## config.mk

```make
export PLATFORM = sky130hd
export DESIGN_NAME = escape_sequence_decoder
export DESIGN_NICKNAME = d
export VERILOG_FILES = /design/src/design/escdec_pkg.sv /design/src/design/escdec_front.sv /design/src/design/escdec_queue.sv /design/src/design/escdec_back.sv /design/src/design/escape_sequence_decoder.sv
export SDC_FILE = /design/constraint.sdc
export NUM_CORES = 1
export LEC_CHECK = 0
export ABC_CLOCK_PERIOD_IN_PS = 4200
export BUFFER_PORTS_ARGS = -buffer_cell sky130_fd_sc_hd__buf_2
export CAP_MARGIN = 40
export CORE_UTILIZATION = 60
export CTS_CLUSTER_SIZE = 10
export DETAILED_ROUTE_END_ITERATION = 12
export PLACE_DENSITY = 0.78
export SETUP_SLACK_MARGIN = 0.3
export SLEW_MARGIN = 10
export SYNTH_ARGS = -nofsm -noshare
export SYNTH_HDL_FRONTEND = slang
export SYNTH_HIERARCHICAL = 1
export SYNTH_SLANG_ARGS = --single-unit
export TNS_END_PERCENT = 10
```

## constraint.sdc

```tcl
create_clock -name clk_i -period 4.2 [get_ports clk_i]
set_clock_uncertainty 0.1 [all_clocks]
set_input_delay 0.84 -clock clk_i [delete_from_list [all_inputs] [get_ports clk_i]]
set_output_delay 0.84 -clock clk_i [all_outputs]
set_load 0.02 [all_outputs]
```

## src/design/escdec_pkg.sv

```systemverilog
// escdec_pkg: shared types and constants of the escape sequence decoder
// item structs, decode mode enum, command queue types and character codes
// no dependencies
package escdec_pkg;

  // input and result items
  typedef struct packed {
    logic [7:0] in_byte;
    logic       in_last;
  } in_item_t;

  typedef struct packed {
    logic [7:0] out_byte;
    logic       run_last;
    logic       string_end;
  } out_item_t;

  // decode mode of the front
  typedef enum logic [2:0] {
    MODE_PLAIN = 3'd0,
    MODE_ESC   = 3'd1,
    MODE_OCT   = 3'd2,
    MODE_DEC   = 3'd3,
    MODE_HEX   = 3'd4
  } mode_e;

  // one queued command: the 1 to 3 result bytes of one input item
  localparam int unsigned CMD_BYTES = 3;

  typedef struct packed {
    logic [CMD_BYTES-1:0][7:0] bytes;
    logic [1:0]                cnt;
    logic                      last;
  } cmd_t;

  typedef struct packed {
    logic push;
    cmd_t cmd;
  } cmdq_wr_t;

  typedef struct packed {
    logic valid;
    cmd_t cmd;
  } cmdq_rd_t;

  // command queue geometry, depth a power of two
  localparam int unsigned QUEUE_DEPTH = 4;
  localparam int unsigned QPTR_W      = $clog2(QUEUE_DEPTH);
  localparam int unsigned QCNT_W      = QPTR_W + 1;

  // reset value of the escape byte, backslash
  localparam logic [7:0] ESC_RESET = 8'h5c;

  // character codes
  localparam logic [7:0] CH_NUL = 8'h00;
  localparam logic [7:0] CH_0   = 8'h30;
  localparam logic [7:0] CH_1   = 8'h31;
  localparam logic [7:0] CH_7   = 8'h37;
  localparam logic [7:0] CH_9   = 8'h39;
  localparam logic [7:0] CH_UA  = 8'h41;
  localparam logic [7:0] CH_UE  = 8'h45;
  localparam logic [7:0] CH_UF  = 8'h46;
  localparam logic [7:0] CH_LA  = 8'h61;
  localparam logic [7:0] CH_LB  = 8'h62;
  localparam logic [7:0] CH_LE  = 8'h65;
  localparam logic [7:0] CH_LF  = 8'h66;
  localparam logic [7:0] CH_LN  = 8'h6e;
  localparam logic [7:0] CH_LR  = 8'h72;
  localparam logic [7:0] CH_LT  = 8'h74;
  localparam logic [7:0] CH_LV  = 8'h76;
  localparam logic [7:0] CH_LX  = 8'h78;

  // control codes
  localparam logic [7:0] CC_BEL = 8'h07;
  localparam logic [7:0] CC_BS  = 8'h08;
  localparam logic [7:0] CC_HT  = 8'h09;
  localparam logic [7:0] CC_LF  = 8'h0a;
  localparam logic [7:0] CC_VT  = 8'h0b;
  localparam logic [7:0] CC_FF  = 8'h0c;
  localparam logic [7:0] CC_CR  = 8'h0d;
  localparam logic [7:0] CC_ESC = 8'h1b;

endpackage

```

## src/design/escdec_front.sv

```systemverilog
// escdec_front: decode state machine, one input item per cycle while accept_i is high
// turns each item into a command of 0 to 3 result bytes
// depends on escdec_pkg
module escdec_front (
  input  logic                 clk_i,
  input  logic                 rst_ni,
  input  logic [7:0]           escape_byte_i,
  input  logic                 accept_i,
  input  escdec_pkg::in_item_t in_item_i,
  output escdec_pkg::cmdq_wr_t wr_o
);
  import escdec_pkg::*;

  mode_e      mode_q, mode_d;
  logic [7:0] acc_q, acc_d;
  logic [1:0] cnt_q, cnt_d;

  logic [7:0] b;
  logic       last;
  logic       is_esc;
  logic       plain_emit;

  logic       dig_valid;
  logic [3:0] dig_val;
  logic [7:0] acc_mul;
  logic [7:0] acc_dig;
  logic [1:0] cnt_dig;
  logic       dig_done;

  logic [7:0] r0, r1, r2;
  logic [1:0] n;

  assign b          = in_item_i.in_byte;
  assign last       = in_item_i.in_last;
  assign is_esc     = (b == escape_byte_i);
  assign plain_emit = !is_esc || last;

  // digit recognition for the current number base
  always_comb begin
    dig_valid = 1'b0;
    dig_val   = 4'd0;
    acc_mul   = acc_q;
    case (mode_q)
      MODE_OCT: begin
        acc_mul = {acc_q[4:0], 3'b000};
        if (b inside {[CH_0:CH_7]}) begin
          dig_valid = 1'b1;
          dig_val   = b[3:0];
        end
      end
      MODE_DEC: begin
        acc_mul = {acc_q[4:0], 3'b000} + {acc_q[6:0], 1'b0};
        if (b inside {[CH_0:CH_9]}) begin
          dig_valid = 1'b1;
          dig_val   = b[3:0];
        end
      end
      MODE_HEX: begin
        acc_mul = {acc_q[3:0], 4'b0000};
        if (b inside {[CH_0:CH_9]}) begin
          dig_valid = 1'b1;
          dig_val   = b[3:0];
        end else if (b inside {[CH_LA:CH_LF], [CH_UA:CH_UF]}) begin
          dig_valid = 1'b1;
          dig_val   = b[3:0] + 4'd9;
        end
      end
      default: begin
        acc_mul = acc_q;
      end
    endcase
  end

  assign acc_dig  = acc_mul + {4'b0000, dig_val};
  assign cnt_dig  = cnt_q + 2'd1;
  assign dig_done = last || ((mode_q == MODE_HEX) ? (cnt_dig >= 2'd2) : (cnt_dig == 2'd3));

  // next state
  always_comb begin
    mode_d = mode_q;
    acc_d  = acc_q;
    cnt_d  = cnt_q;
    if (accept_i) begin
      case (mode_q)
        MODE_ESC: begin
          mode_d = MODE_PLAIN;
          if (b == CH_0) begin
            acc_d = 8'd0;
            cnt_d = 2'd0;
            if (!last) mode_d = MODE_OCT;
          end else if (b == CH_LX) begin
            acc_d = 8'd0;
            cnt_d = 2'd0;
            if (!last) mode_d = MODE_HEX;
          end else if (b inside {[CH_1:CH_9]}) begin
            acc_d = b - CH_0;
            cnt_d = 2'd1;
            if (!last) mode_d = MODE_DEC;
          end
        end
        MODE_OCT, MODE_DEC, MODE_HEX: begin
          if (dig_valid) begin
            acc_d = acc_dig;
            cnt_d = cnt_dig;
            if (dig_done) mode_d = MODE_PLAIN;
          end else begin
            mode_d = plain_emit ? MODE_PLAIN : MODE_ESC;
          end
        end
        default: begin
          mode_d = plain_emit ? MODE_PLAIN : MODE_ESC;
        end
      endcase
      // end of string returns everything to reset values
      if (last) begin
        mode_d = MODE_PLAIN;
        acc_d  = 8'd0;
        cnt_d  = 2'd0;
      end
    end
  end

  // result bytes of the current item
  always_comb begin
    r0 = b;
    r1 = b;
    r2 = b;
    n  = 2'd0;
    case (mode_q)
      MODE_ESC: begin
        n = 2'd1;
        case (b)
          CH_NUL:       r0 = escape_byte_i;
          CH_LA:        r0 = CC_BEL;
          CH_LB:        r0 = CC_BS;
          CH_LE, CH_UE: r0 = CC_ESC;
          CH_LF:        r0 = CC_FF;
          CH_LN:        r0 = CC_LF;
          CH_LR:        r0 = CC_CR;
          CH_LT:        r0 = CC_HT;
          CH_LV:        r0 = CC_VT;
          CH_0: begin
            r0 = 8'd0;
            n  = last ? 2'd1 : 2'd0;
          end
          CH_LX: begin
            r0 = escape_byte_i;
            r1 = CH_LX;
            n  = last ? 2'd2 : 2'd0;
          end
          default: begin
            if (b inside {[CH_1:CH_9]}) begin
              r0 = b - CH_0;
              n  = last ? 2'd1 : 2'd0;
            end
          end
        endcase
      end
      MODE_OCT, MODE_DEC, MODE_HEX: begin
        if (dig_valid) begin
          r0 = acc_dig;
          n  = dig_done ? 2'd1 : 2'd0;
        end else if (mode_q == MODE_HEX && cnt_q == 2'd0) begin
          // hex prefix with no digit
          r0 = escape_byte_i;
          r1 = CH_LX;
          n  = plain_emit ? 2'd3 : 2'd2;
        end else begin
          r0 = acc_q;
          n  = plain_emit ? 2'd2 : 2'd1;
        end
      end
      default: begin
        n = plain_emit ? 2'd1 : 2'd0;
      end
    endcase
  end

  assign wr_o.push      = accept_i && (n != 2'd0);
  assign wr_o.cmd.bytes = {r2, r1, r0};
  assign wr_o.cmd.cnt   = n;
  assign wr_o.cmd.last  = last;

  always_ff @(posedge clk_i or negedge rst_ni) begin
    if (!rst_ni) begin
      mode_q <= MODE_PLAIN;
      acc_q  <= 8'd0;
      cnt_q  <= 2'd0;
    end else begin
      mode_q <= mode_d;
      acc_q  <= acc_d;
      cnt_q  <= cnt_d;
    end
  end

endmodule

```

## src/design/escdec_queue.sv

```systemverilog
// escdec_queue: short command queue between front and back
// register array with read and write pointers
// depends on escdec_pkg
module escdec_queue (
  input  logic                 clk_i,
  input  logic                 rst_ni,
  input  escdec_pkg::cmdq_wr_t wr_i,
  output logic                 full_o,
  output escdec_pkg::cmdq_rd_t rd_o,
  input  logic                 deq_i
);
  import escdec_pkg::*;

  cmd_t              mem_q [QUEUE_DEPTH];
  logic [QPTR_W-1:0] wr_ptr_q, rd_ptr_q;
  logic [QCNT_W-1:0] count_q;
  logic              do_push, do_pop;

  assign full_o     = (count_q == QCNT_W'(QUEUE_DEPTH));
  assign rd_o.valid = (count_q != '0);
  assign rd_o.cmd   = mem_q[rd_ptr_q];

  assign do_push = wr_i.push && !full_o;
  assign do_pop  = deq_i && rd_o.valid;

  always_ff @(posedge clk_i) begin
    if (do_push) mem_q[wr_ptr_q] <= wr_i.cmd;
  end

  always_ff @(posedge clk_i or negedge rst_ni) begin
    if (!rst_ni) begin
      wr_ptr_q <= '0;
      rd_ptr_q <= '0;
      count_q  <= '0;
    end else begin
      if (do_push) wr_ptr_q <= wr_ptr_q + 1'b1;
      if (do_pop)  rd_ptr_q <= rd_ptr_q + 1'b1;
      if (do_push && !do_pop) begin
        count_q <= count_q + 1'b1;
      end else if (do_pop && !do_push) begin
        count_q <= count_q - 1'b1;
      end
    end
  end

endmodule

```

## src/design/escdec_back.sv

```systemverilog
// escdec_back: unpacks queued commands into result items, one per cycle while the output register is empty or popped
// holds the output register of the result channel
// depends on escdec_pkg
module escdec_back (
  input  logic                  clk_i,
  input  logic                  rst_ni,
  input  escdec_pkg::cmdq_rd_t  rd_i,
  output logic                  deq_o,
  input  logic                  pop,
  output logic                  empty,
  output escdec_pkg::out_item_t out_item_o
);
  import escdec_pkg::*;

  logic       vld_q, vld_d;
  logic [1:0] sel_q, sel_d;
  out_item_t  out_q, out_d;
  logic       load;
  logic       fin;
  logic [7:0] sel_byte;

  assign load = rd_i.valid && (!vld_q || pop);
  assign fin  = (sel_q == rd_i.cmd.cnt - 2'd1);

  always_comb begin
    case (sel_q)
      2'd0:    sel_byte = rd_i.cmd.bytes[0];
      2'd1:    sel_byte = rd_i.cmd.bytes[1];
      default: sel_byte = rd_i.cmd.bytes[2];
    endcase
  end

  always_comb begin
    vld_d = vld_q;
    sel_d = sel_q;
    out_d = out_q;
    if (load) begin
      vld_d               = 1'b1;
      out_d.out_byte      = sel_byte;
      out_d.run_last      = fin;
      out_d.string_end    = fin && rd_i.cmd.last;
      sel_d               = fin ? 2'd0 : sel_q + 2'd1;
    end else if (pop) begin
      vld_d = 1'b0;
    end
  end

  assign deq_o      = load && fin;
  assign empty      = !vld_q;
  assign out_item_o = out_q;

  always_ff @(posedge clk_i) begin
    out_q <= out_d;
  end

  always_ff @(posedge clk_i or negedge rst_ni) begin
    if (!rst_ni) begin
      vld_q <= 1'b0;
      sel_q <= 2'd0;
    end else begin
      vld_q <= vld_d;
      sel_q <= sel_d;
    end
  end

endmodule

```

## src/design/escape_sequence_decoder.sv

```systemverilog
// escape_sequence_decoder: top level of the backslash escape decoder
// instantiates escdec_front, escdec_queue and escdec_back
// depends on escdec_pkg
//
// usage
// - input channel: in_item_i carries one byte of the escaped string and a
//   mark on its last byte; the item is taken at a clock edge with push high
//   and full low
// - result channel: while empty is low, out_item_o holds the oldest decoded
//   byte; it is taken at a clock edge with pop high and empty low
// - run_last marks the final result of one input item, string_end the final
//   decoded byte of a string; one input item gives 0 to 3 results
// - cfg_we_i with cfg_wdata_i writes the escape byte (backslash after reset);
//   write it only while the block is idle
// - the results of a taken item pass through the command queue and then the
//   output register before they reach the ports
// - throughput: one input item per cycle while full is low and one result per
//   cycle while the receiver pops; the back end sends results of a multi-byte
//   command in consecutive cycles, so items that give 2 or 3 results fill the
//   4-entry command queue and full rises until the back end catches up
// - a stalled receiver (pop low) holds the result register; the front keeps
//   taking items until the command queue is full
// - reset clears the decode state, the queue and the output valid flag and
//   sets the escape byte to backslash; no items are held after reset
module escape_sequence_decoder (
  input  logic                  clk_i,
  input  logic                  rst_ni,
  input  logic                  cfg_we_i,
  input  logic [7:0]            cfg_wdata_i,
  input  logic                  push,
  output logic                  full,
  input  escdec_pkg::in_item_t  in_item_i,
  input  logic                  pop,
  output logic                  empty,
  output escdec_pkg::out_item_t out_item_o
);
  import escdec_pkg::*;

  logic [7:0] esc_q;
  logic       accept;
  cmdq_wr_t   q_wr;
  cmdq_rd_t   q_rd;
  logic       q_deq;

  // configured escape byte
  always_ff @(posedge clk_i or negedge rst_ni) begin
    if (!rst_ni) begin
      esc_q <= ESC_RESET;
    end else if (cfg_we_i) begin
      esc_q <= cfg_wdata_i;
    end
  end

  // an item is taken whenever push is high and the command queue has room
  assign accept = push && !full;

  // front: classify bytes and build commands
  escdec_front u_front (
    .clk_i         (clk_i),
    .rst_ni        (rst_ni),
    .escape_byte_i (esc_q),
    .accept_i      (accept),
    .in_item_i     (in_item_i),
    .wr_o          (q_wr)
  );

  // queue decouples the front from the back
  escdec_queue u_queue (
    .clk_i  (clk_i),
    .rst_ni (rst_ni),
    .wr_i   (q_wr),
    .full_o (full),
    .rd_o   (q_rd),
    .deq_i  (q_deq)
  );

  // back: one result byte per cycle into the output register while it is empty or popped
  escdec_back u_back (
    .clk_i      (clk_i),
    .rst_ni     (rst_ni),
    .rd_i       (q_rd),
    .deq_o      (q_deq),
    .pop        (pop),
    .empty      (empty),
    .out_item_o (out_item_o)
  );

endmodule

```

==> results of run 1 <==
## layout by cell type, fill, tap and decap left out, types with 5 or more instances in the layout
cell,n
buf_12,6
o21ai_0,9
xnor2_1,17
nand2_1,62
nand2b_1,8
nor3_1,10
buf_2,31
xor2_1,9
dfrtp_1,26
o211ai_1,8
nand3_1,21
mux2i_1,9
buf_4,51
mux4_2,26
edfxtp_1,118
clkbuf_1,5
or3_1,5
ha_1,19
nor2_1,22
inv_1,14
clkbuf_16,17
nor3b_2,5
buf_6,5
a21oi_1,24
and2_1,7
mux2_4,9
a22oi_1,16
nor2b_1,11
## metal layers
layer / vias to the layer above / routed length [um]
met1: 2880 / 8000
met5: - / 0
li1: 2531 / -
met3: 81 / 1620
met4: 0 / 1010
met2: 365 / 10900
## critical path: cells and delay by family
family / cells / cell delay [ns]
AOI/OAI and AO/OA: 7 / 1.27
buffers and inverters: 3 / 0.28
adders and majority gates: 2 / 0.48
and+or+nand+nor: 3 / 0.97
xor gates and xnor gates: 1 / 0.14
## final timing paths
kind / from / to / slack (ns)
max: in_item_i[2] / u_queue/mem_q[1][7]$_DFFE_PP_ / 0.27
min: rst_ni / u_front/acc_q[0]$_DFFE_PN0P_ / 0.38
max reg2reg: u_front/mode_q[1]$_DFFE_PN0P_ / u_queue/count_q[2]$_DFFE_PN0P_ / 0.72
min reg2reg: u_queue/count_q[2]$_DFFE_PN0P_ / u_queue/count_q[2]$_DFFE_PN0P_ / 0.40
max in group asynchronous: rst_ni / u_queue/rd_ptr_q[0]$_DFFE_PN0P_ / 3.11
min in group clk_i: u_queue/count_q[2]$_DFFE_PN0P_ / u_queue/count_q[2]$_DFFE_PN0P_ / 0.40
## sequential cells by signal, indices dropped and copies added (netlist names)
register           flops
u_queue/rd_ptr_q       2
u_front/mode_q         3
u_back/vld_q           1
u_back/sel_q           2
u_queue/count_q        3
u_front/cnt_q          2
u_queue/wr_ptr_q       2
u_front/acc_q          8
esc_q                  8
u_queue/mem_q        108
u_back/out_item_o     10
## what timing repair did
action / in CTS / in global routing
pin swaps: 0 / 20
setup buffers: 0 / 7
gates resized for setup: 1 / 35
setup endpoints to repair: 9 / 25
## logic make-up after synthesis
| kind of cell | count (synthesis) | synth area share |
|---|---|---|
| adders and majority gates | 27 | 0.0448 |
| xor gates and xnor gates | 27 | 0.0294 |
| DFF | 149 | 0.537 |
| other | 1 | 0.000466 |
| muxes | 52 | 0.114 |
| AOI/OAI and AO/OA | 122 | 0.111 |
| and+or+nand+nor | 185 | 0.121 |
| buffers and inverters | 62 | 0.0414 |
## report_power, final
group	total (mW)	internal (mW)	switching (mW)
clock	1.54	0.967	0.577
combinational	1.81	0.798	1.01
sequential	2.22	2.01	0.209
## per-stage QoR
step	area, sq um	total power [mW]	std cells
after floorplan	8150	3.41	625
after global placement	8700	3.83	841
after detailed placement	8700	3.93	841
after CTS	9310	5.54	873
after global routing	9520	5.80	880
final	9520	5.57	880
## area by class of cell
class	count	share of cell area
clock buffer	24	0.0496
timing repair buffer	93	0.0751
tap	172	0.0226
multi-input combinational	414	0.375
inverter	20	0.00973
sequential	149	0.455
clock inverter	8	0.0134
==> results.cfg, run 1 <==
[run_status]
status = finished clean

[pwr]
peakVddDrop_uv = 299
leakage_nw = 3.62
powerDensity_nw_per_um2 = 585

[synth]
synthTopCellsByArea = edfxtp_1, dfrtp_1, mux4_2, ha_1, nand2_1
avgSynthCellArea_sq_um = 12.9
synth_ff_type = edfxtp_1
yosys_warnings = 6
ys_top_cells_by_count = edfxtp_1, nand2_1, dfrtp_1
yosysMostFrequentCell = edfxtp_1
synth.distinct_cells = 84
synth.net_count = 674
yosysSeqAreaShare = 0.537
synth_edf_count = 118
ys_async_sr_fraction = 0.208
synth_top_area_share = 0.440
ys_ff_latch = 149
yosys.area.top_type = edfxtp_1
mappedNetlistArea_sq_um = 8050
synth_cells = 625

[critical_path]
crit_chain = buf_6, inv_6, ha_4, or3b_4, o311ai_4, o22a_2, buf_6, nor3b_2, a21oi_1, o21ai_1, ha_1, a21o_1, a21oi_4, xnor2_2, o22ai_2, or4_4
cp_max_fo = 5
max_stage_delay_ns = 0.55
cp-start-kind = input pin
slowest_stage = or4_4
path_class = input pin to flip-flop
worstPathArrival_ns = 3.98
worst_setup_path_end_kind = flip-flop
worst-r2r-cell-count = 13
cp_data_required_time_ns = 4.25
crit_top_cell = buf_6

[die]
die_h_um = 118
die_w_um = 118
initial_core_util = 0.627
ios = 34
core_sq_um = 12800
row_count = 41
die_area_sq_um = 13900

[detailed_routing]
routed_wirelength_um = 21500
wl_per_cell_um = 24.4
drt_iter0_markers = 836
viasPerCell = 6.66
vias = 5857
drc = 0
drtAntennaViolNets = 0
first_pass_iters = 6

[placement]
place_congestion = 0.948
port-buffer-count = 33
dpl.hpwl_um = 14100
pre_cts_ws_ns = -0.180

[grt]
grt_most_used_layer = met2
overflow = 0
use_met1 = 0.401
grt_use_total = 0.324
grt_pass1_vias = 5924
met2_usage = 0.545
antenna_found_initial = 0
grt_max_degree = 32
grt_pass1_wl_um = 33300
use_met3 = 0.0664

[min_path]
min_path_type = input pin to async pin

[sta]
maxSlewViolCount = 0
min_period_ns = 3.93
max_freq_mhz = 255
fin_setup_tns_ns = 0
final-hold-violation-count = 0
fin_ws_ns = 0.272
slew_headroom = 0.362
tightest_slew_ns = 0.948
grt_setup_unrepaired = true
final.period_utilization = 0.935
hold_ws_ns = 0.380
setup_viol = 0

[final_layout]
areaGrowthSynthToFinish_pct = 18.3
fin_nets = 744
fin_util = 0.742
regArea_sq_um = 4330
nFillCells = 825
multi_input_area_sq_um = 3570
n_antenna_cell = 0
drive_above_1_share = 0.297

[clocking]
cts_hold_buffers = 0
root_buffer = clkbuf_16
clk_path_buf_depth = 2
cts_htree_levels = 4
cts_sinks = 149
clk_pin_slew_ns = 0.06
cts_buffers = 17
clock_latency_ns = 0.42
cts_tree = yes

[run]
max_cap_violations = 0
No activity file was read; power rests on OpenSTA's default activity.
==> run 2: changes to the inputs <==
- BUFFER_PORTS_ARGS: -buffer_cell sky130_fd_sc_hd__buf_2 -> unset
- DONT_BUFFER_PORTS: unset -> 1
- PLACE_DENSITY: 0.78 -> 0.76
==> run 2 against run 1 <==
Setup slack improved by 0.074 ns; non-clock buffer count fell by 62; first-iteration DRC count decreased by 21%; utilization fell by 3.7 points; power fell by 0.69%; sequential cell count is the same; critical path depth decreased by 3; design area fell by 5.0%; highest routed layer unchanged.
==> results.cfg, run 2 (synthesis gave the netlist of run 1 again) <==
[run_status]
status = finished clean

[grt]
grt_pass1_vias = 5548
grt_pass1_wl_um = 32800
grt_use_total = 0.322
use_met1 = 0.400
grt_max_degree = 28
overflow = 0
use_met3 = 0.0630
antenna_found_initial = 0
met2_usage = 0.543
grt_most_used_layer = met2

[final_layout]
layout_common_cells = edfxtp_1, nand2_1, dfrtp_1, buf_4, mux4_2
areaGrowthSynthToFinish_pct = 12.4
fin_util = 0.705
regMostFlops = u_queue/mem_q
fin_nets = 682
drive_above_1_share = 0.217
mostFrequentLayoutCell = edfxtp_1
largest_reg_flops = 108
n_antenna_cell = 0

[clocking]
cts_buffers = 17
post_cts_buffers = 0
cts_htree_levels = 4
cts_tree = yes
clock_latency_ns = 0.42
root_buffer = clkbuf_16
cts_sinks = 149
clk_path_buf_depth = 2
clk_pin_slew_ns = 0.07

[sta]
min_period_ns = 3.85
fin_setup_tns_ns = 0
maxSlewViolCount = 0
tightest_slew_ns = 0.841
final.period_utilization = 0.918
max_freq_mhz = 259
grt_setup_unrepaired = false
final-hold-violation-count = 0
setup_viol = 0
slew_headroom = 0.434

[critical_path]
cp_data_required_time_ns = 4.25
path_class = input pin to flip-flop
r2r_setup_slack_ns = 0.60
cp-start-kind = input pin
cp_max_fo = 17
worst_setup_path_end_kind = flip-flop
worstPathArrival_ns = 3.90

[die]
die_area_sq_um = 13900
row_count = 41
die_w_um = 118
ios = 34
initial_core_util = 0.627
core_sq_um = 12800
die_h_um = 118

[pwr]
swShare = 0.323
powerDensity_nw_per_um2 = 612
power.share.combinational = 0.281
pwr-share-seq = 0.425
internal_power_mw = 3.74
peakVddDrop_uv = 311
p_switching_mw = 1.79
clkPwrFrac = 0.294
leakage_nw = 3.35

[placement]
port-buffer-count = 0
place_congestion = 0.926
dpl.hpwl_um = 13700

[detailed_routing]
drtAntennaViolNets = 0
routed_wirelength_um = 21400
vias = 5506
drt_iter0_markers = 660
drc = 0
first_pass_iters = 5
wl_per_cell_um = 26.2
viasPerCell = 6.73

[min_path]
min_path_type = input pin to async pin

[run]
max_cap_violations = 0
[run 2: critical path: stages]
cell,delay [ns]
inv_6,0.04
ha_4,0.15
or3b_4,0.41
o311ai_4,0.32
o22a_2,0.25
nor2_1,0.07
a22o_1,0.26
fa_2,0.36
a21o_1,0.22
a21oi_4,0.18
xnor2_1,0.17
o22ai_1,0.11
or4_4,0.52
[run 2: worst paths after layout]
kind,from,to,cells past startpoint
min in group clk_i,in_item_i[0],u_queue/mem_q[2][0]$_DFFE_PP_,0
worst min-delay path,rst_ni,u_queue/rd_ptr_q[1]$_DFFE_PN0P_,1
max in group asynchronous,rst_ni,u_queue/rd_ptr_q[0]$_DFFE_PN0P_,1
worst min register to register,u_queue/count_q[2]$_DFFE_PN0P_,u_queue/count_q[2]$_DFFE_PN0P_,1
worst max register to register,u_front/mode_q[1]$_DFFE_PN0P_,u_queue/count_q[2]$_DFFE_PN0P_,13
worst max-delay path,in_item_i[2],u_queue/mem_q[1][7]$_DFFE_PP_,13
[run 2: metrics by stage]
stage	instance area, sq um	setup slack [ns]	cells	total power [mW]	hold WS (ns)
2_1_floorplan	8150	0.0619	625	3.41	0.345
3_3_place_gp	8350	0.0586	785	3.74	0.362
3_5_place_dp	8350	-0.0916	785	3.84	0.374
4_1_cts	9000	0.314	818	5.55	0.125
5_1_grt	9040	0.266	818	5.76	0.129
6_report	9040	0.346	818	5.53	0.135
[run 2: final cells by class]
| type | instances | area [sq um] |
|---|---|---|
| Clock buffer | 20 | 447 |
| Clock inverter | 12 | 179 |
| Fill cell | 894 | 3780 |
| Inverter | 20 | 82.6 |
| Multi-Input combinational cell | 414 | 3500 |
| Sequential cell | 149 | 4330 |
| Tap cell | 172 | 215 |
| Timing Repair Buffer | 31 | 295 |
[run 2: power groups by stage]
stage | clock [mW] | combinational, mW | sequential, mW
finish | 1.63 | 1.55 | 2.35
global route | 1.71 | 1.66 | 2.38
CTS | 1.65 | 1.54 | 2.35
detailed placement | 0 | 1.49 | 2.36
global placement | 0 | 1.42 | 2.32
floorplan | 0 | 1.20 | 2.21
[run 2: repair_timing]
item                                    in CTS  in global routing
cloned                                       0                  0
hold buffers                                 1                  0
endpoints found under the hold margin       27                  0
pin swaps                                    0                  1
resized for setup                            1                  6
endpoints found under the setup margin       1                 19
[run 2: routing by layer]
metal  part of all wire  routed length, um
met5                  0                  0
met4              0.039                834
met3              0.064               1360
met2               0.51              10900
met1               0.39               8350
